**src/hw/rtl/lsf_pkg.sv**
```systemverilog
// Package for the least-squares line fitter: shared types, codes and the
// saturation helper. Depends on nothing; every file but lsf_ifs imports it.
package lsf_pkg;

    // Input operation codes and result kinds.
    localparam logic OP_LOAD   = 1'b0;
    localparam logic OP_EVAL   = 1'b1;
    localparam logic KIND_FIT  = 1'b0;
    localparam logic KIND_PRED = 1'b1;

    // Saturated result widths.
    localparam int SLOPE_W = 40;
    localparam int ICPT_W  = 48;
    localparam int CORR_W  = 16;

    // Operations of the shared serial arithmetic unit.
    typedef enum logic [1:0] {
        AOP_MUL,
        AOP_DIV,
        AOP_SQRT
    } t_aop;

    typedef struct packed {
        logic start;
        t_aop op;
    } t_arith_req;

    // One job handed from the front end to the back end.
    typedef struct packed {
        logic               op;
        logic signed [15:0] x;
        logic               ovf;
        logic [63:0]        n;
        logic signed [63:0] sx;
        logic signed [63:0] sy;
        logic signed [63:0] sxx;
        logic signed [63:0] syy;
        logic signed [63:0] sxy;
    } t_job;

    // Steps of the back-end sequencer.
    typedef enum logic [3:0] {
        B_IDLE,
        B_NXX_A,
        B_NXX_B,
        B_NYY_A,
        B_NYY_B,
        B_NXY_A,
        B_NXY_B,
        B_SLOPE,
        B_SXPROD,
        B_ICPT,
        B_PROD_NN,
        B_ROOT,
        B_CORR,
        B_PRED,
        B_OUT
    } t_bstate;

    // Clamp a signed 128-bit value to a signed field of w bits.
    function automatic logic signed [63:0] sat_to(input logic signed [127:0] v,
                                                  input int w);
        logic signed [127:0] hi;
        logic signed [127:0] lo;
        hi = (128'sd1 <<< (w - 1)) - 128'sd1;
        lo = -hi - 128'sd1;
        if (v > hi) begin
            return hi[63:0];
        end else if (v < lo) begin
            return lo[63:0];
        end
        return v[63:0];
    endfunction

endpackage

```
**src/hw/rtl/lsf_ifs.sv**
```systemverilog
// Valid/ready channel interfaces of the line fitter: one for sample and
// query items, one for results. No dependencies.
interface lsf_in_if;
    logic               valid;
    logic               ready;
    logic               op;
    logic signed [15:0] x_value;
    logic signed [15:0] y_value;
    logic               last_sample;

    modport source (output valid, op, x_value, y_value, last_sample, input ready);
    modport sink   (input valid, op, x_value, y_value, last_sample, output ready);
endinterface


```
**src/hw/rtl/lsf_front.sv**
```systemverilog
// Front end of the line fitter: takes sample and query transfers, keeps the
// running sums and hands closed sets and queries on as jobs. Uses lsf_pkg.
module lsf_front #(
    parameter int MAX_SAMPLES = 1024
) (
    input  logic          i_clk,
    input  logic          i_rst_n,
    lsf_in_if.sink        i_in,
    input  logic          i_full,
    output logic          o_push,
    output lsf_pkg::t_job o_job
);
    import lsf_pkg::*;

    localparam int CW  = $clog2(MAX_SAMPLES + 1);
    localparam int SXW = 16 + CW;
    localparam int SQW = 31 + CW;

    logic [CW-1:0]         r_count, n_count, u_count;
    logic signed [SXW-1:0] r_sx, n_sx, u_sx;
    logic signed [SXW-1:0] r_sy, n_sy, u_sy;
    logic signed [SQW-1:0] r_sxx, n_sxx, u_sxx;
    logic signed [SQW-1:0] r_syy, n_syy, u_syy;
    logic signed [SQW-1:0] r_sxy, n_sxy, u_sxy;
    logic                  r_ovf, n_ovf, u_ovf;

    logic                  accept;
    logic                  sample;
    logic                  room;
    logic                  close_set;
    logic signed [31:0]    pxx, pyy, pxy;

    always_comb begin
        accept    = i_in.valid && i_in.ready;
        sample    = accept && (i_in.op == OP_LOAD);
        room      = (r_count != CW'(MAX_SAMPLES));
        close_set = sample && i_in.last_sample;
        pxx       = i_in.x_value * i_in.x_value;
        pyy       = i_in.y_value * i_in.y_value;
        pxy       = i_in.x_value * i_in.y_value;

        u_count = r_count;
        u_sx    = r_sx;
        u_sy    = r_sy;
        u_sxx   = r_sxx;
        u_syy   = r_syy;
        u_sxy   = r_sxy;
        u_ovf   = r_ovf;
        if (sample) begin
            if (room) begin
                u_count = r_count + 1'b1;
                u_sx    = r_sx + SXW'(i_in.x_value);
                u_sy    = r_sy + SXW'(i_in.y_value);
                u_sxx   = r_sxx + SQW'(pxx);
                u_syy   = r_syy + SQW'(pyy);
                u_sxy   = r_sxy + SQW'(pxy);
            end else begin
                u_ovf = 1'b1;
            end
        end

        if (close_set) begin
            n_count = '0;
            n_sx    = '0;
            n_sy    = '0;
            n_sxx   = '0;
            n_syy   = '0;
            n_sxy   = '0;
            n_ovf   = 1'b0;
        end else begin
            n_count = u_count;
            n_sx    = u_sx;
            n_sy    = u_sy;
            n_sxx   = u_sxx;
            n_syy   = u_syy;
            n_sxy   = u_sxy;
            n_ovf   = u_ovf;
        end

        o_push    = accept && ((i_in.op == OP_EVAL) || i_in.last_sample);
        o_job.op  = i_in.op;
        o_job.x   = i_in.x_value;
        o_job.ovf = u_ovf;
        o_job.n   = 64'(u_count);
        o_job.sx  = 64'(u_sx);
        o_job.sy  = 64'(u_sy);
        o_job.sxx = 64'(u_sxx);
        o_job.syy = 64'(u_syy);
        o_job.sxy = 64'(u_sxy);
    end

    assign i_in.ready = !i_full;

    always_ff @(posedge i_clk) begin
        if (!i_rst_n) begin
            r_count <= '0;
            r_sx    <= '0;
            r_sy    <= '0;
            r_sxx   <= '0;
            r_syy   <= '0;
            r_sxy   <= '0;
            r_ovf   <= 1'b0;
        end else begin
            r_count <= n_count;
            r_sx    <= n_sx;
            r_sy    <= n_sy;
            r_sxx   <= n_sxx;
            r_syy   <= n_syy;
            r_sxy   <= n_sxy;
            r_ovf   <= n_ovf;
        end
    end

endmodule

```
**src/flat_wrapper.sv**
```systemverilog
// flat-port wrapper written by rule: the top's interface ports become plain ports
module lsf_front_flat import lsf_pkg::*;
#(
    parameter int MAX_SAMPLES = 1024
)
  (i_clk, i_rst_n, i_full, o_push, o_job, i_in_valid, i_in_op, i_in_x_value, i_in_y_value, i_in_last_sample, i_in_ready);
  lsf_in_if i_in_i ();
  input  logic i_clk;
  input  logic i_rst_n;
  input  logic i_full;
  output logic o_push;
  output lsf_pkg::t_job o_job;
  input wire logic [$bits(i_in_i.valid)-1:0] i_in_valid;
  input wire logic [$bits(i_in_i.op)-1:0] i_in_op;
  input wire logic [$bits(i_in_i.x_value)-1:0] i_in_x_value;
  input wire logic [$bits(i_in_i.y_value)-1:0] i_in_y_value;
  input wire logic [$bits(i_in_i.last_sample)-1:0] i_in_last_sample;
  output wire logic [$bits(i_in_i.ready)-1:0] i_in_ready;
  assign i_in_i.valid = i_in_valid;
  assign i_in_i.op = i_in_op;
  assign i_in_i.x_value = i_in_x_value;
  assign i_in_i.y_value = i_in_y_value;
  assign i_in_i.last_sample = i_in_last_sample;
  assign i_in_ready = i_in_i.ready;
  lsf_front #(.MAX_SAMPLES(MAX_SAMPLES)) u_core (.i_clk(i_clk), .i_rst_n(i_rst_n), .i_in(i_in_i), .i_full(i_full), .o_push(o_push), .o_job(o_job));
endmodule
```
**config.mk**
```make
export PLATFORM = sky130hd
export DESIGN_NAME = lsf_front_flat
export DESIGN_NICKNAME = d
export VERILOG_FILES = /design/src/hw/rtl/lsf_pkg.sv /design/src/hw/rtl/lsf_ifs.sv /design/src/hw/rtl/lsf_front.sv /design/src/flat_wrapper.sv
export SDC_FILE = /design/constraint.sdc
export NUM_CORES = 2
export LEC_CHECK = 0
export BUFFER_PORTS_ARGS = -buffer_cell sky130_fd_sc_hd__buf_2
export CAP_MARGIN = 0
export CORE_ASPECT_RATIO = 1.75
export CORE_MARGIN = 3
export CORE_UTILIZATION = 33
export CTS_CLUSTER_DIAMETER = 50
export DETAILED_ROUTE_END_ITERATION = 6
export PLACE_DENSITY = 0.48
export RECOVER_POWER = 100
export SYNTH_ARGS = -nofsm -noshare
export SYNTH_HDL_FRONTEND = slang
export SYNTH_SLANG_ARGS = --single-unit
```
**constraint.sdc**
```tcl
create_clock -name i_clk -period 9.8 [get_ports i_clk]
set_input_delay 0.49 -clock i_clk [delete_from_list [all_inputs] [get_ports i_clk]]
set_output_delay 0.49 -clock i_clk [all_outputs]
set_load 0.02 [all_outputs]
```
==> out/results.ini <==
[run]
cap_violations=8

[worst_setup_path]
r2r_start=u_core.r_count[0]
r2r-end=u_core.r_sxy[15]
cp-start-kind=input pin
crit_type=in -> out
cp.arrival_ps=8480
rrSetupSlack_ps=3070
cp-end-kind=primary output
reg2reg_depth=8
crit_fanout=18
crit_required_ps=9310

[yosys]
synth-simple-area-share_pct=12.68
synthArstFlopShare_pct=0
synth_cells=5446
synthesis.area_um2=47500
synthMuxAreaShare_pct=0.3740
synth_largest_area_cell=fa_1
yosysMostFrequentCell=inv_1
synth_adder_area_share_pct=51.81
synth_top_flop_cell=dfxtp_1
synthTopCellsByCount=1259 x inv_1, 950 x fa_1, 677 x nand2_1, 447 x ha_1, 253 x and2_1
synth_top_family_by_area=adder cells
avgSynthCellArea_um2=8.722
synthDistinctLibCells=78
synth_area_leaders=fa_1 40%, ha_1 12%, inv_1 9.9%, dfxtp_1 8.1%, nand2_1 5.3%
synth_xor_area_share_pct=3.319
yosys_warnings=0
synth_seq_cells=192
ys_seq_area_share_pct=8.092
synth_compound_area_share_pct=8.911
synth_edf_count=0
yosys.area.top_type_share_pct=40.04

[clock_tree]
cts_tree=yes
clk_pin_slew_worst_paths_ps=80
postCtsSetupRepairBufs=0
cts.sinks=192
insertion_delay_ps=580
clock_tree.buffer_depth=2
numCtsBuffers=17
htree_levels=4
ctsResizeCount=0
hold_buffers=0
root_buffer=clkbuf_16

[die]
row_count=183
coreArea_um2=142400
die_w_um=292.8
start_util_pct=33.35
die_h_um=507.9
dieArea_um2=148700
io_pins=442

[drt]
wire_per_inst_um=19.37
wl_um=144200
drtPass1Iterations=7
dr_total_vias=35770
route.detailed.drc=0
drt-initial-drc-count=1328
via_per_inst=4.807
ant_nets=0

[run_status]
violations=max-capacitance violations, max-slew violations
status=finished with violations

[place]
placed_area_um2=50220
port_buffers=388
gp_congestion=0.8366
dp_hpwl_um=118600
place_inst=7406

[sta]
skew_ps=30.00
finalSetupViolations=0
tns_ps=0
rsz0062_at_grt=no
fmax_mhz=111.4
relSlewSlack_pct=-144.5
hold_ws_ps=258.5
hold_violations=0
worst_pin_slew_ps=3667
period_needed_ps=8974
period_share_pct=91.57
slew_viol_final=358

[final_layout]
final_cells=7442
drive_above_1_share_pct=3.812
syn_to_final_growth_pct=6.132
final_nets=7010
design_area_um2=50410

[hold_path]
hold_path_depth=2
whs_endpoint=u_core.r_ovf
min-delay-start=i_rst_n
hp-class=in -> reg

[grt]
grt.overflow.total=0
grt_max_degree=162
grt_pass1_vias=39350
grt_pass1_wl_um=225700
track_usage_pct=20.08
antenna_found_initial=5

-- cell type report --
| class | instances | area [µm²] |
|---|---|---|
| diodes | 4 | 10.01 |
| clock buffers | 17 | 425.4 |
| clock inverters | 15 | 166.4 |
| fillers | 15130 | 92010 |
| inverters | 1271 | 4771 |
| multi-input cells | 3644 | 36860 |
| flip-flops and latches | 192 | 3844 |
| well taps | 1850 | 2315 |
| repair buffers | 449 | 2023 |
-- worst max-delay path, stage by stage --
cell and delay, ps:
clkbuf_1 830, clkinv_1 410, buf_4 330, nor2_1 140, fa_1 450, fa_1 490, ha_1 200, fa_1 490
inv_1 60, fa_1 480, fa_1 520, inv_1 40, ha_1 340, nand3_1 210, nor2_1 60, a31oi_1 600
a21boi_0 480, a41oi_1 620, o21ai_0 270, xnor2_1 190, o21ai_0 440, buf_2 280
-- metrics by stage --
step           util, %  setup WS (ps)
6_report         35.40          825.7
5_1_grt          35.39          340.2
4_1_cts          35.68           1136
3_5_place_dp     35.26           1166
3_3_place_gp     35.26           1271
2_1_floorplan        -          992.0
-- worst max path at each step --
| stage | to | slack (ps) | cells after the start | startpoint |
|---|---|---|---|---|
| final | o_job[28] | 830 | 22 | i_in_x_value[4] |
| after global routing | o_job[180] | 340 | 25 | i_in_x_value[3] |
| after CTS | o_job[191] | 1140 | 22 | i_in_x_value[15] |
| after detailed placement | o_job[191] | 1170 | 22 | i_in_x_value[15] |
| after global placement | o_job[186] | 1270 | 22 | i_in_x_value[15] |
| after floorplan | o_job[170] | 990 | 23 | i_in_x_value[1] |
-- sequential cells by signal, summed over array words and instances (netlist names) --
signal,count
u_core.r_sxx,42
u_core.r_ovf,1
u_core.r_count,11
u_core.r_sy,27
u_core.r_sxy,42
u_core.r_sx,27
u_core.r_syy,42
-- routing by layer --
metal	vias up	wire (µm)	GRT usage (%)
li1	16520	-	-
met1	18370	54660	22.27
met2	776	80750	39.82
met3	115	5414	2.481
met4	0	3330	5.229
met5	-	0	0
-- cells in the final DEF (no fill, tap or decap), drive strengths merged, types with 11 or more instances in the layout --
cell type / instances
a21o: 86
inv: 1268
buf: 150
o31ai: 23
nor2: 188
xnor2: 119
ha: 447
mux2i: 11
nand3: 58
nand2b: 12
o21a: 27
clkbuf: 316
nand2: 677
a21oi: 222
dfxtp: 192
nor3: 23
a31oi: 25
conb: 53
nand4: 16
clkinv: 17
nor2b: 24
fa: 950
and2: 253
o21ai: 161
or3: 15
a211oi: 23
o211ai: 15
and3: 25
xor2: 61
o21bai: 19
-- logic make-up after synthesis --
kind of cell	after synthesis
other cells	1
mux	17
simple gates	1319
buf+inv	1662
xor+xnor	180
compound gates	678
flops	192
fa+ha+maj	1397
Power is left out: the tool's default activity adds up to more than one toggle a clock period on the data nets, which glitch-free logic cannot reach.
