===== src/hw/rtl/lsf_pkg.sv =====
// Package for the least-squares line fitter: shared types, codes and the
// saturation helper. Depends on nothing; every file but lsf_ifs imports it.
package lsf_pkg;

    // Input operation codes and result kinds.
    localparam logic OP_LOAD   = 1'b0;
    localparam logic OP_EVAL   = 1'b1;
    localparam logic KIND_FIT  = 1'b0;
    localparam logic KIND_PRED = 1'b1;

    // Saturated result widths.
    localparam int SLOPE_W = 40;
    localparam int ICPT_W  = 48;
    localparam int CORR_W  = 16;

    // Operations of the shared serial arithmetic unit.
    typedef enum logic [1:0] {
        AOP_MUL,
        AOP_DIV,
        AOP_SQRT
    } t_aop;

    typedef struct packed {
        logic start;
        t_aop op;
    } t_arith_req;

    // One job handed from the front end to the back end.
    typedef struct packed {
        logic               op;
        logic signed [15:0] x;
        logic               ovf;
        logic [63:0]        n;
        logic signed [63:0] sx;
        logic signed [63:0] sy;
        logic signed [63:0] sxx;
        logic signed [63:0] syy;
        logic signed [63:0] sxy;
    } t_job;

    // Steps of the back-end sequencer.
    typedef enum logic [3:0] {
        B_IDLE,
        B_NXX_A,
        B_NXX_B,
        B_NYY_A,
        B_NYY_B,
        B_NXY_A,
        B_NXY_B,
        B_SLOPE,
        B_SXPROD,
        B_ICPT,
        B_PROD_NN,
        B_ROOT,
        B_CORR,
        B_PRED,
        B_OUT
    } t_bstate;

    // Clamp a signed 128-bit value to a signed field of w bits.
    function automatic logic signed [63:0] sat_to(input logic signed [127:0] v,
                                                  input int w);
        logic signed [127:0] hi;
        logic signed [127:0] lo;
        hi = (128'sd1 <<< (w - 1)) - 128'sd1;
        lo = -hi - 128'sd1;
        if (v > hi) begin
            return hi[63:0];
        end else if (v < lo) begin
            return lo[63:0];
        end
        return v[63:0];
    endfunction

endpackage


===== src/hw/rtl/lsf_arith.sv =====
// Shared serial arithmetic unit: signed multiply, rounded signed divide and
// integer square root, one bit or one digit per cycle. Uses lsf_pkg.
module lsf_arith (
    input  logic                i_clk,
    input  logic                i_rst_n,
    input  lsf_pkg::t_arith_req i_req,
    input  logic signed [127:0] i_a,
    input  logic [63:0]         i_b,
    output logic                o_done,
    output logic signed [127:0] o_res
);
    import lsf_pkg::*;

    localparam int CNT_W = 8;

    logic               r_busy, n_busy;
    logic               r_done, n_done;
    t_aop               r_op, n_op;
    logic [CNT_W-1:0]   r_cnt, n_cnt;
    logic               r_neg, n_neg;
    logic               r_zero, n_zero;
    logic [127:0]       r_a, n_a;
    logic [63:0]        r_b, n_b;
    logic [127:0]       r_acc, n_acc;
    logic [64:0]        r_rem, n_rem;

    logic signed [63:0] a64;
    logic signed [63:0] b64;
    logic [127:0]       num_mag;
    logic [64:0]        div_sh;
    logic [65:0]        sq_sh;
    logic [65:0]        sq_trial;

    always_comb begin
        a64      = i_a[63:0];
        b64      = i_b;
        num_mag  = i_a[127] ? 128'(-i_a) : 128'(i_a);
        div_sh   = {r_rem[63:0], r_a[127]};
        sq_sh    = {r_rem[63:0], r_a[127:126]};
        sq_trial = {r_acc[63:0], 2'b01};

        n_busy = r_busy;
        n_done = 1'b0;
        n_op   = r_op;
        n_cnt  = r_cnt;
        n_neg  = r_neg;
        n_zero = r_zero;
        n_a    = r_a;
        n_b    = r_b;
        n_acc  = r_acc;
        n_rem  = r_rem;

        if (i_req.start) begin
            n_busy = 1'b1;
            n_op   = i_req.op;
            n_acc  = '0;
            n_rem  = '0;
            n_zero = 1'b0;
            case (i_req.op)
                AOP_MUL: begin
                    n_a   = {64'd0, (a64 < 0) ? 64'(-a64) : 64'(a64)};
                    n_b   = (b64 < 0) ? 64'(-b64) : 64'(b64);
                    n_neg = (a64 < 0) ^ (b64 < 0);
                    n_cnt = CNT_W'(64);
                end
                AOP_DIV: begin
                    n_a    = num_mag + {64'd0, i_b >> 1};
                    n_b    = i_b;
                    n_neg  = i_a[127];
                    n_zero = (i_b == '0);
                    n_cnt  = CNT_W'(128);
                end
                default: begin
                    n_a   = i_a;
                    n_b   = '0;
                    n_neg = 1'b0;
                    n_cnt = CNT_W'(64);
                end
            endcase
        end else if (r_busy) begin
            case (r_op)
                AOP_MUL: begin
                    if (r_b[0]) begin
                        n_acc = r_acc + r_a;
                    end
                    n_a = r_a << 1;
                    n_b = r_b >> 1;
                end
                AOP_DIV: begin
                    if (div_sh >= {1'b0, r_b}) begin
                        n_rem = div_sh - {1'b0, r_b};
                        n_acc = {r_acc[126:0], 1'b1};
                    end else begin
                        n_rem = div_sh;
                        n_acc = {r_acc[126:0], 1'b0};
                    end
                    n_a = r_a << 1;
                end
                default: begin
                    if (sq_sh >= sq_trial) begin
                        n_rem = 65'(sq_sh - sq_trial);
                        n_acc = {r_acc[126:0], 1'b1};
                    end else begin
                        n_rem = 65'(sq_sh);
                        n_acc = {r_acc[126:0], 1'b0};
                    end
                    n_a = r_a << 2;
                end
            endcase
            n_cnt = r_cnt - 1'b1;
            if (r_cnt == CNT_W'(1)) begin
                n_busy = 1'b0;
                n_done = 1'b1;
            end
        end
    end

    always_ff @(posedge i_clk) begin
        if (!i_rst_n) begin
            r_busy <= 1'b0;
            r_done <= 1'b0;
        end else begin
            r_busy <= n_busy;
            r_done <= n_done;
        end
        r_op   <= n_op;
        r_cnt  <= n_cnt;
        r_neg  <= n_neg;
        r_zero <= n_zero;
        r_a    <= n_a;
        r_b    <= n_b;
        r_acc  <= n_acc;
        r_rem  <= n_rem;
    end

    assign o_done = r_done;
    assign o_res  = r_zero ? '0 : (r_neg ? -$signed(r_acc) : $signed(r_acc));

    a_no_start_while_busy: assert property (@(posedge i_clk) disable iff (!i_rst_n)
        i_req.start |-> !r_busy) else $error("arith unit started while busy");

endmodule


===== config.mk =====
export PLATFORM = sky130hd
export DESIGN_NAME = lsf_arith
export DESIGN_NICKNAME = d
export VERILOG_FILES = /design/src/hw/rtl/lsf_pkg.sv /design/src/hw/rtl/lsf_arith.sv
export SDC_FILE = /design/constraint.sdc
export NUM_CORES = 2
export LEC_CHECK = 0
export ABC_AREA = 1
export CORE_AREA = 2 2 415 417
export CTS_BUF_LIST = sky130_fd_sc_hd__clkbuf_8
export CTS_CLUSTER_SIZE = 24
export DETAILED_ROUTE_END_ITERATION = 10
export DIE_AREA = 0 0 417 419
export DONT_BUFFER_PORTS = 1
export HOLD_SLACK_MARGIN = 0.08
export PLACE_DENSITY = 0.45
export SETUP_SLACK_MARGIN = 0.5
export SLEW_MARGIN = 5
export SYNTH_ARGS = -nofsm -noshare
export SYNTH_HDL_FRONTEND = slang
export SYNTH_SLANG_ARGS = --single-unit

===== constraint.sdc =====
create_clock -name i_clk -period 12.9 [get_ports i_clk]
set_clock_uncertainty 0.15 [all_clocks]
set_input_delay 2.58 -clock i_clk [delete_from_list [all_inputs] [get_ports i_clk]]
set_output_delay 2.58 -clock i_clk [all_outputs]
set_load 0.01 [all_outputs]

==> out/results.env <==
SYN2LAYOUT_AREA_GROWTH_PCT=7.011
PERIOD_SHARE_PCT=59.22
GRT_START_MAX_NET_PINS=344
CRITICAL-PATH-SLOWEST-CELL='a21oi_1'
YS_SEQ_AREA_SHARE_PCT=16.85
POST_SYNTH_MAIN_AREA_CONTRIBUTORS='nand2_1, nor2_1, edfxtp_1'
CTS_MAX_PATH_BUFFERS=3
CP-END-KIND='output pin'
PORTBUFFERS=0
PATH_COMMON_CELL='nor2_2'
ARRIVAL_TIME_AT_THE_WORST_ENDPOINT_PS=4910
SLEW_HEADROOM_PCT=0.3237
GP_ROUTABILITY_CONGESTION=1.072
CRITPATHTOPFAMILY='simple AND/OR/NAND/NOR gates'
CTS_SINKS=398
POST_CTS.REPAIR.SETUP_BUFFERS=0
CP-START-KIND='register'
GRT_OVERFLOW=0
REPORT.FINAL.HOLD_VIOL_COUNT=0
YS_WARN_COUNT=0
DIE_X_UM=417
WIRE_LENGTH_OF_THE_FIRST_GLOBAL_ROUTING_PASS_MM=528.6
HTREE_LEVELS=3
FLOORPLAN.DIE_AREA_UM2=174700
YOSYSMOSTFREQUENTCELL='nand2_1'
RSZ0062_AT_GRT='false'
SYN-INSTANCE-COUNT=10536
INITIAL_UTILIZATION_PCT=34.83
POSTROUTEANTENNANETS=0
PEAK_SUPPLY_DROP_mV=0.1102
DETAIL_ROUTE.ITER0.VIOLATIONS=8192
PRE_CTS_WS_PS=4939
SYNTH-EDFF-COUNT=204
WL_PER_CELL_UM=30.16
AREA_SHARE_OF_THE_LEADING_CELL_TYPE_IN_THE_SYNTHESIZED_NETLIST_PCT=14.27
CRIT_BUF_INV=1
ROWS=152
SYNTH.LIB_CELLS_USED.DISTINCT=63
PWR_DENSITY_CELL_nW_PER_UM2=123.7
GRT_ANTENNA_BEFORE_REPAIR=18
SYNTHFLOPTYPE='edfxtp_1'
CTS_MADE_BUFFERS=89
FINALSETUPTNS_PS=0
DRV.MAX_CAP_VIOLATION_COUNT=1
FAILED_CHECKS='max-capacitance violations'
CLOCK_TREE_FROM_TRITONCTS='yes'
DIE_HEIGHT_UM=419
WORSTHOLDPATHTYPE='register to register'
ASYNC_RESET_FF_SHARE_PCT=0
LAYOUT.CORE_UTILIZATION_PCT=37.27
CRIT_PATH_MAX_FANOUT=5
DETAILEDPLACEMENTHPWL_MM=321.2
POST_DRT_VIA_CELL_RATIO=5.942
N_FILL_CELL=19748
NETLIST.TOP_CELL.BY_AREA='nand2_1'
FIRST_GLOBAL_VIAS=71357
FINAL.SETUP.WORST_SLACK_PS=5260
MAX_CLK_RATE_MHz=130.9
POST_CTS.RESIZED_INSTANCES=0
SYNTHESIS.AREA_UM2=59410
CTS_HOLD_BUFFERS=0
DRT-TOTAL-WL_MM=383.5
CLKTRANSATPATHREGS_PS=60
LAYOUT.NETS=10930
CTS_ROOT_BUF='clkbuf_8'
POST-ROUTE-MIN-PERIOD_PS=7640
CLOCK_LATENCY_PS=880
SYN_AVG_CELL_AREA_UM2=5.639
WORST-SLEW-PIN-TRANSITION_PS=1480
YS_FF_LATCH=398
OUTCOME='complete, but fails checks'
DRT_PASS1_ITERATIONS=6
SYN-NUM-NETS=11078
TIMING.SETUP.CRITICAL_PATH_CLASS='register to output pin'
P_LEAK_nW=26.59
REPORT.FINAL.SETUP_VIOL=0
CORE_AREA_UM2=170600
TIMING.FINAL.MAX_SLEW_VIOLATIONS=0
NETLIST_TOP_CELLS_COUNT='nand2_1, nor2_1, inv_1'
CRITICAL_PATH_REQUIRED_PS=10170
GLOBAL_ROUTE.USAGE.TOTAL_PCT=42.26
TOP_LEVEL_PORTS=326
PATH_CELLS='inv_1 -> nand3_1 -> nor2_2 -> nand3_2 -> nor2_2 -> nand3_1 -> nor2_2 -> nand2_2 -> nor2_2 -> nand2_1 -> nor2_2 -> nand4_1 -> nor2_1 -> nor2_1 -> a21oi_1'
REMAINING_DRC_ERRORS=0
VIA_COUNT=75565
SLOWEST_DELAY_PS=780
DRIVE_ABOVE_1_SHARE_PCT=4.005
==> registers in the layout, indices dropped and copies added (netlist names) <==
| name | flops |
|---|---|
| r_zero | 1 |
| r_neg | 1 |
| r_b | 64 |
| r_cnt | 8 |
| r_acc | 128 |
| r_op | 2 |
| r_rem | 64 |
| r_a | 128 |
| o_done | 1 |
| r_busy | 1 |
==> final cells by class <==
cell class / instances / area, um^2 / share of cell area (%)
flip-flops and latches: 398 / 10010 / 15.74
clock inverters: 60 / 444.2 / 0.6987
repair buffers: 80 / 600.6 / 0.9447
diodes: 22 / 55.05 / 0.08660
clock buffers: 105 / 1445 / 2.273
well taps: 2233 / 2794 / 4.395
inverters: 1395 / 5255 / 8.266
multi-input cells: 8424 / 42970 / 67.59
==> power by group <==
part | total (mW) | internal, mW | switching (mW)
sequential | 1.86 | 1.50 | 0.355
combinational | 4.42 | 1.19 | 3.22
clock | 1.59 | 0.864 | 0.726
==> logic make-up after synthesis <==
logic type	share of synthesized area [%]
simple gates	37.39
compound gates	24.29
buf+inv	10.91
flops	16.85
fa+ha+maj	7.304
xor+xnor	3.258
==> stage by stage <==
step	cell area [um^2]	cells	hold WS, ps	total power, mW
after floorplan	59410	10536	312.4	4.413
after global placement	61630	12530	337.8	6.148
after detailed placement	61630	12530	346.2	6.146
after CTS	63520	12695	355.9	7.763
after global routing	63540	12704	400.3	8.251
final	63570	12717	356.4	7.866
==> worst paths after layout <==
| check | depth (start not counted) | from | endpoint | slack, ps |
|---|---|---|---|---|
| min reg2reg | 2 | r_busy$_SDFF_PN0_ | r_busy$_SDFF_PN0_ | 360 |
| max | 15 | r_acc[0]$_SDFFE_PP0P_ | o_res[109] | 5260 |
| max reg2reg | 17 | r_acc[58]$_SDFFE_PP0P_ | r_rem[63]$_SDFFE_PP0P_ | 6880 |
| min | 2 | r_busy$_SDFF_PN0_ | r_busy$_SDFF_PN0_ | 360 |
==> layout by cell type (no fill, tap or decap), types with 142 or more instances in the layout <==
master / instances
o21ai_0: 887
nor3_1: 191
dfxtp_1: 194
inv_1: 1395
edfxtp_1: 204
nand3_1: 744
nor2_1: 1636
nand2_1: 2255
xor2_1: 142
a21oi_1: 1167
ha_1: 342
o211ai_1: 148
==> layer usage <==
metal | GRT usage, % | part of all wire [%]
met4 | 37.13 | 11
met5 | 0 | 0.027
met1 | 45.86 | 36
met2 | 68.76 | 45
met3 | 10.43 | 8.5
==> tightest hold or removal path, delay by kind of cell, from the launching register on <==
family,cells,cell delay (ps)
flops,1,340
simple gates,1,70
compound gates,1,50
Power figures use the tool's default switching activity.
