===== src/hw/rtl/lsf_pkg.sv =====
// Package for the least-squares line fitter: shared types, codes and the
// saturation helper. Depends on nothing; every file but lsf_ifs imports it.
package lsf_pkg;

    // Input operation codes and result kinds.
    localparam logic OP_LOAD   = 1'b0;
    localparam logic OP_EVAL   = 1'b1;
    localparam logic KIND_FIT  = 1'b0;
    localparam logic KIND_PRED = 1'b1;

    // Saturated result widths.
    localparam int SLOPE_W = 40;
    localparam int ICPT_W  = 48;
    localparam int CORR_W  = 16;

    // Operations of the shared serial arithmetic unit.
    typedef enum logic [1:0] {
        AOP_MUL,
        AOP_DIV,
        AOP_SQRT
    } t_aop;

    typedef struct packed {
        logic start;
        t_aop op;
    } t_arith_req;

    // One job handed from the front end to the back end.
    typedef struct packed {
        logic               op;
        logic signed [15:0] x;
        logic               ovf;
        logic [63:0]        n;
        logic signed [63:0] sx;
        logic signed [63:0] sy;
        logic signed [63:0] sxx;
        logic signed [63:0] syy;
        logic signed [63:0] sxy;
    } t_job;

    // Steps of the back-end sequencer.
    typedef enum logic [3:0] {
        B_IDLE,
        B_NXX_A,
        B_NXX_B,
        B_NYY_A,
        B_NYY_B,
        B_NXY_A,
        B_NXY_B,
        B_SLOPE,
        B_SXPROD,
        B_ICPT,
        B_PROD_NN,
        B_ROOT,
        B_CORR,
        B_PRED,
        B_OUT
    } t_bstate;

    // Clamp a signed 128-bit value to a signed field of w bits.
    function automatic logic signed [63:0] sat_to(input logic signed [127:0] v,
                                                  input int w);
        logic signed [127:0] hi;
        logic signed [127:0] lo;
        hi = (128'sd1 <<< (w - 1)) - 128'sd1;
        lo = -hi - 128'sd1;
        if (v > hi) begin
            return hi[63:0];
        end else if (v < lo) begin
            return lo[63:0];
        end
        return v[63:0];
    endfunction

endpackage


===== src/hw/rtl/lsf_queue.sv =====
// Two-entry job queue between the front end and the back end of the line
// fitter. Uses lsf_pkg for the job type.
module lsf_queue (
    input  logic          i_clk,
    input  logic          i_rst_n,
    input  logic          i_push,
    input  lsf_pkg::t_job i_job,
    input  logic          i_pop,
    output lsf_pkg::t_job o_job,
    output logic          o_valid,
    output logic          o_full
);
    import lsf_pkg::*;

    localparam int DEPTH = 2;
    localparam int AW    = $clog2(DEPTH);

    t_job            r_mem [DEPTH];
    logic [AW-1:0]   r_wr, n_wr;
    logic [AW-1:0]   r_rd, n_rd;
    logic [AW:0]     r_cnt, n_cnt;

    always_comb begin
        n_wr  = i_push ? r_wr + 1'b1 : r_wr;
        n_rd  = i_pop  ? r_rd + 1'b1 : r_rd;
        n_cnt = r_cnt + (AW+1)'(i_push) - (AW+1)'(i_pop);
    end

    always_ff @(posedge i_clk) begin
        if (!i_rst_n) begin
            r_wr  <= '0;
            r_rd  <= '0;
            r_cnt <= '0;
        end else begin
            r_wr  <= n_wr;
            r_rd  <= n_rd;
            r_cnt <= n_cnt;
        end
        if (i_push) begin
            r_mem[r_wr] <= i_job;
        end
    end

    assign o_job   = r_mem[r_rd];
    assign o_valid = (r_cnt != '0);
    assign o_full  = (r_cnt == (AW+1)'(DEPTH));

    a_no_push_full: assert property (@(posedge i_clk) disable iff (!i_rst_n)
        i_push |-> !o_full) else $error("job pushed into a full queue");
    a_no_pop_empty: assert property (@(posedge i_clk) disable iff (!i_rst_n)
        i_pop |-> o_valid) else $error("job popped from an empty queue");

endmodule


===== config.mk =====
export PLATFORM = sky130hd
export DESIGN_NAME = lsf_queue
export DESIGN_NICKNAME = d
export VERILOG_FILES = /design/src/hw/rtl/lsf_pkg.sv /design/src/hw/rtl/lsf_queue.sv
export SDC_FILE = /design/constraint.sdc
export NUM_CORES = 1
export LEC_CHECK = 0
export BUFFER_PORTS_ARGS = -buffer_cell sky130_fd_sc_hd__buf_2
export CAP_MARGIN = 20
export CORE_AREA = 2 2 318 320
export DETAILED_ROUTE_END_ITERATION = 16
export DIE_AREA = 0 0 320 322
export SETUP_SLACK_MARGIN = 0.15
export SLEW_MARGIN = 20
export SYNTH_ARGS = -nofsm -noshare
export SYNTH_HDL_FRONTEND = slang
export SYNTH_SLANG_ARGS = --single-unit
export TNS_END_PERCENT = 100

===== constraint.sdc =====
create_clock -name i_clk -period 45.4 [get_ports i_clk]
set_input_delay 4.54 -clock i_clk [delete_from_list [all_inputs] [get_ports i_clk]]
set_output_delay 4.54 -clock i_clk [all_outputs]
set_load 0.005 [all_outputs]

==> results of run 1 <==
power breakdown:
part           internal (mW)  switching (mW)  leakage (nW)  total, mW
Combinational         0.0984          0.0837          6.28      0.182
Sequential             0.865          0.0116          7.59      0.877
Clock                  0.371           0.277          1.26      0.647
Total                   1.33           0.372          15.1       1.71
state kept, by name, indices dropped and copies added, names as in the netlist, named ones only:
register and count:
r_cnt 2, r_mem 804, r_rd 1, r_wr 1
layout by cell type (no fill, tap or decap):
master / instances
inv_6: 3
mux2_2: 22
diode_2: 11
clkinv_1: 17
and2_1: 3
buf_12: 1
dfxtp_1: 4
clkbuf_1: 27
nor2b_4: 1
inv_16: 4
o21a_1: 1
clkinv_2: 11
edfxtp_1: 804
or2_2: 1
buf_4: 17
xnor3_1: 1
nor2b_1: 3
dfxtp_4: 1
clkbuf_16: 85
bufinv_16: 4
xor2_1: 1
mux2_4: 380
buf_2: 809
ha_1: 2
and2_4: 1
clkinvlp_4: 2
inv_1: 2
through the flow:
stage / area (µm²) / instances
after floorplan: 31100 / 1272
after global placement: 36200 / 3352
after detailed placement: 36200 / 3352
after CTS: 38700 / 3505
after global routing: 38800 / 3513
final: 38800 / 3516
logic make-up (layout without fill, tap and decap cells):
logic type	Yosys count	in the layout
AOI/OAI and AO/OA	1	1
xor gates and xnor gates	2	2
adders and majority gates	2	2
buffers and inverters	47	982
DFF	809	809
muxes	402	402
other	0	11
and+or+nand+nor	9	9
metal layers:
layer	up-vias	GRT usage [%]
met4	24	4.80
met5	-	0
met3	146	5.33
met1	7406	13.4
met2	618	23.0
li1	6844	-
worst max-delay path, cell delays in order (launching register included):
cell     delay (ps)
dfxtp_4         960
buf_4           820
buf_4           820
buf_4           880
mux2_4          360
buf_2           130
worst paths after layout:
path / from / to / slack (ps) / cells after the start
setup / recovery: flop / o_job[18] / 36060 / 5
hold / removal: r_rd$_SDFFE_PN0P_ / r_rd$_SDFFE_PN0P_ / 590 / 2
setup reg to reg: r_wr$_SDFFE_PN0P_ / r_mem[1][116]$_DFFE_PP_ / 41880 / 4
hold reg to reg: r_rd$_SDFFE_PN0P_ / r_rd$_SDFFE_PN0P_ / 590 / 2
layout make-up:
cell class | count | area share (%)
multi-input combinational | 416 | 15.7
sequential | 809 | 62.5
tap | 1298 | 4.19
timing repair buffer | 827 | 10.8
clock inverter | 41 | 0.929
antenna | 11 | 0.0710
clock buffer | 112 | 5.75
inverter | 2 | 0.0194
==> flow_summary.yaml, run 1 <==
run_status:
  status: "complete, no violations"
timing:
  worstMarginPinSlew_ps: 1110
  setup_viol: 0
  worst_hold_slack_ps: 592
  max_freq_mhz: 107
  hold_viol_final: 0
  relSlewSlack_pct: 25.7
  clock_skew_ps: 13.1
  period_needed_ps: 9340
  rsz0062_at_grt: "false"
  fin_setup_tns_ps: 0
  finalMaxSlewViolations: 0
  setup_ws_ps: 36060
  finalCritPeriodShare_pct: 20.6
die:
  die_y_um: 322
  die_area_um2: 103000
  die_width_um: 320
  core_um2: 99600
  initial_core_util_pct: 31.3
  ios: 810
  fp-row-count: 116
layout:
  fin_util_pct: 38.9
  regArea_um2: 24200
  area_growth_pct: 24.5
  fillCellCount: 9116
  final_nets: 2548
  drive_above_1_share_pct: 60.8
  multiInputGateArea_um2: 6080
detailed_routing:
  ant_nets: 0
  route.vias.total: 15038
  wl_um: 69600
  drc_errors: 0
  wl_met3_um: 6730
  routed.top_layer: "met5"
  dr_wl_met2_um: 36200
  drtPass1Iterations: 4
  drt_iter0_markers: 856
  drt-met1-wl_um: 24700
  viasPerCell: 4.28
  wl_per_cell_um: 19.8
cts:
  cts_tree: "done"
  clockBufferDepth: 3
  cts_hold_buf: 0
  cts_buffers: 84
  clk_pin_slew_worst_paths_ps: 60
  cts-root-buf: "clkbuf_16"
  clk_latency_ps: 650
  cts_setup_buffers: 0
  postCtsResizedCells: 0
  htreeDepth: 3
  cts.sinks: 809
global_routing:
  grt_pass1_wl_um: 99100
  grt_pass1_vias: 15935
  grt_max_degree: 119
  antenna_found_initial: 33
  overflow: 0
  grt_usage_pct: 12.8
power_and_ir_drop:
  p_leak_nw: 15.1
  power.density_nw_per_um2: 44.0
  vdd_drop_max_mv: 0.0321
  power_mw: 1.71
logic_synthesis:
  yosys_most_used_dff: "edfxtp_1"
  yosys-top-cells-count: "804 x edfxtp_1, 380 x mux2_4, 33 x buf_12"
  synth_compound_area_share_pct: 0.0241
  synth_top_area_share_pct: 77.5
  synth-edff-count: 804
  ys_warn_count: 0
  synth-simple-area-share_pct: 0.181
  synth-seq-cells: 809
  synth_nets: 1680
  async_reset_ff_share_pct: 0
  synth_area_leaders: "edfxtp_1 78%, mux2_4 18%, buf_12 2.1%"
  ys_seq_area_share_pct: 77.8
  synthMuxAreaShare_pct: 19.1
  synth_xor_area_share_pct: 0.100
  yosys.cell_types.count: 16
  postSynthCellCount: 1272
  synth_area_leader_cell: "edfxtp_1"
  synth.avg_cell_area_um2: 24.5
  netlist_area_um2: 31100
  yosys.cell_count.top_type: "edfxtp_1"
  synth_top_family_by_area: "multiplexers"
  synth_adder_area_share_pct: 0.0804
worst_setup_path:
  criticalPathCategory: "flop to primary output"
  crit_fanout: 55
  end_kind: "primary output"
  worstPathRequired_ps: 40860
  startpoint_type: "flop"
  critPathArrivalTime_ps: 4800
job:
  drv_cap: 0
place:
  pre_cts_ws_ps: 36650
  post-dp-hpwl_um: 49400
  gp_congestion: 0.767
  port_buffers: 809
min_path:
  hp-class: "flop to flop"
Note: power is estimated with default switching activity, not from simulation.
==> run 2: changes to the inputs <==
--- a/config.mk
+++ b/config.mk
@@ -5,11 +5,12 @@
 export SDC_FILE = /design/constraint.sdc
 export NUM_CORES = 1
 export LEC_CHECK = 0
+export ABC_AREA = 1
 export BUFFER_PORTS_ARGS = -buffer_cell sky130_fd_sc_hd__buf_2
 export CAP_MARGIN = 20
-export CORE_AREA = 2 2 318 320
+export CORE_AREA = 2 2 320 322
 export DETAILED_ROUTE_END_ITERATION = 16
-export DIE_AREA = 0 0 320 322
+export DIE_AREA = 0 0 322 324
 export SETUP_SLACK_MARGIN = 0.15
 export SLEW_MARGIN = 20
 export SYNTH_ARGS = -nofsm -noshare
==> constraint.sdc (replaced) <==
create_clock -name i_clk -period 9.6 [get_ports i_clk]
set_input_delay 0.96 -clock i_clk [delete_from_list [all_inputs] [get_ports i_clk]]
set_output_delay 0.96 -clock i_clk [all_outputs]
set_load 0.005 [all_outputs]
==> run 2 against run 1 <==
Effect of this change:
- via count is 0.29% higher
- combinational power rose to 4.3 times the previous value
- critical path depth is 1 lower
- area after synthesis about the same
- sequential cell count did not move
- clock power grew to 4.8 times the previous value
- sequential power grew to 4.7 times the previous value
- critical endpoint is now o_job[51]
==> flow_summary.yaml, run 2 <==
run_status:
  status: "complete, no violations"
worst_setup_path:
  criticalPathCategory: "flop to primary output"
  crit_fanout: 116
  critPathArrivalTime_ps: 3600
  end_kind: "primary output"
  worstPathRequired_ps: 8640
  startpoint_type: "flop"
layout:
  final_area_um2: 38900
  mostFrequentLayoutCells: "809 x buf_2, 804 x edfxtp_1, 380 x mux2_4"
  fillCellCount: 9253
  finalNonFillerCells: 3536
  reg_top3: "r_mem: 804 flops, r_cnt: 2 flops"
  area_growth_pct: 24.8
  final_nets: 2557
  fin_util_pct: 38.5
  largest_reg_flops: 804
  top_register: "r_mem"
  final_common_cell: "buf_2"
  drive_above_1_share_pct: 60.6
timing:
  max_freq_mhz: 219
  clock_skew_ps: 23.2
  rsz0062_at_grt: "false"
  finalCritPeriodShare_pct: 47.5
  finalMaxSlewViolations: 0
  fin_setup_tns_ps: 0
  relSlewSlack_pct: 25.0
  setup_viol: 0
  hold_viol_final: 0
  period_needed_ps: 4560
  worstMarginPinSlew_ps: 1120
global_routing:
  grt_pass1_wl_um: 99000
  overflow: 0
  grt_pass1_vias: 16019
  grt_usage_pct: 12.8
  grt_max_degree: 153
  antenna_found_initial: 17
place:
  gp_congestion: 0.786
  post-dp-hpwl_um: 49600
  dpl_cell_area_um2: 36200
  dp.cells: 3369
  port_buffers: 809
logic_synthesis:
  synth_nets: 1692
  ys_seq_area_share_pct: 77.9
  synth_top_area_share_pct: 77.5
  ys_warn_count: 0
  yosys-top-cells-count: "804 x edfxtp_1, 380 x mux2_4, 33 x buf_12"
  synth-edff-count: 804
  yosys.cell_count.top_type: "edfxtp_1"
  netlist_area_um2: 31100
  synth_compound_area_share_pct: 0.0161
  synth_adder_area_share_pct: 0.0804
  synth_top_family_by_area: "multiplexers"
  synth.avg_cell_area_um2: 24.3
  synth_area_leaders: "edfxtp_1 78%, mux2_4 18%, buf_12 2.1%"
  synth_area_leader_cell: "edfxtp_1"
  synth_xor_area_share_pct: 0
  yosys.cell_types.count: 14
  synth-simple-area-share_pct: 0.221
  synth-seq-cells: 809
  yosys_most_used_dff: "edfxtp_1"
  async_reset_ff_share_pct: 0
  postSynthCellCount: 1284
  synthMuxAreaShare_pct: 19.1
die:
  die_area_um2: 104000
  initial_core_util_pct: 30.8
  ios: 810
  die_y_um: 324
  core_um2: 101000
  die_width_um: 322
  fp-row-count: 117
detailed_routing:
  wl_per_cell_um: 20.2
  ant_nets: 0
  route.vias.total: 15082
  drt_iter0_markers: 857
  drtPass1Iterations: 6
  wl_um: 71400
  viasPerCell: 4.27
  drc_errors: 0
cts:
  cts_tree: "done"
  clk_pin_slew_worst_paths_ps: 70
  cts_buffers: 86
  cts.sinks: 809
  cts_setup_buffers: 0
  clk_latency_ps: 650
  cts-root-buf: "clkbuf_16"
  postCtsResizedCells: 0
  cts_hold_buf: 0
  clockBufferDepth: 3
  htreeDepth: 3
power_and_ir_drop:
  vdd_drop_max_mv: 0.164
  p_leak_nw: 15.2
  power.density_nw_per_um2: 206
job:
  drv_cap: 0
min_path:
  hp-class: "primary input to flop"
## run 2: changes by cell type after synthesis, moves of 4 or more
cell and delta:
and2_1 -4, nor2_1 +8, nor2b_1 -4, nand2_1 +9
inv_1 +5
## run 2: worst paths after layout
kind / start / end / slack [ps] / depth (start not counted)
max reg2reg: r_wr$_SDFFE_PN0P_ / r_mem[1][316]$_DFFE_PP_ / 6190 / 4
min reg2reg: r_rd$_SDFFE_PN0P_ / flop / 510 / 2
min: i_job[258] / r_mem[0][258]$_DFFE_PP_ / 480 / 1
max: flop / o_job[51] / 5040 / 4
## run 2: kinds of logic after synthesis
kind of cell / count (synthesis)
compound gates: 1
fa+ha+maj: 2
buf+inv: 52
flops: 809
mux: 402
simple gates: 18
## run 2: worst max-delay path: stages (launching register included)
cell and delay, ps:
dfxtp_4 770, buf_4 700, buf_12 630, mux2_4 370, buf_2 140
## run 2: per-layer routing
| layer | track usage, % | up-vias | wire (µm) | share of wire [%] |
|---|---|---|---|---|
| li1 | - | 6873 | - | - |
| met1 | 13.4 | 7557 | 25600 | 36 |
| met2 | 23.1 | 533 | 38200 | 53 |
| met3 | 4.41 | 107 | 5650 | 7.9 |
| met4 | 5.59 | 12 | 1840 | 2.6 |
| met5 | 0 | - | 87 | 0.12 |
## run 2: metrics by stage
step	hold slack [ps]	setup WS, ps	power [mW]
final	479	5040	8.02
after global routing	428	4850	8.32
after CTS	390	4970	8.14
after detailed placement	493	5490	5.02
after global placement	476	5610	4.99
after floorplan	463	2120	4.71
## run 2: power breakdown
group	internal [mW]	switching (mW)	total, mW	leakage, nW
sequential	4.10	0.0498	4.15	7.59
clock	1.75	1.34	3.09	1.29
combinational	0.409	0.371	0.780	6.32
total	6.26	1.76	8.02	15.2
## run 2: area by class of cell
type / instances / area [µm²] / share of cell area [%]
Clock inverter: 52 / 377 / 0.969
Tap cell: 1309 / 1640 / 4.22
Sequential cell: 809 / 24200 / 62.4
Clock buffer: 105 / 2240 / 5.78
Antenna cell: 9 / 22.5 / 0.0580
Inverter: 7 / 30.0 / 0.0773
Timing Repair Buffer: 822 / 4230 / 10.9
Multi-Input combinational cell: 423 / 6060 / 15.6
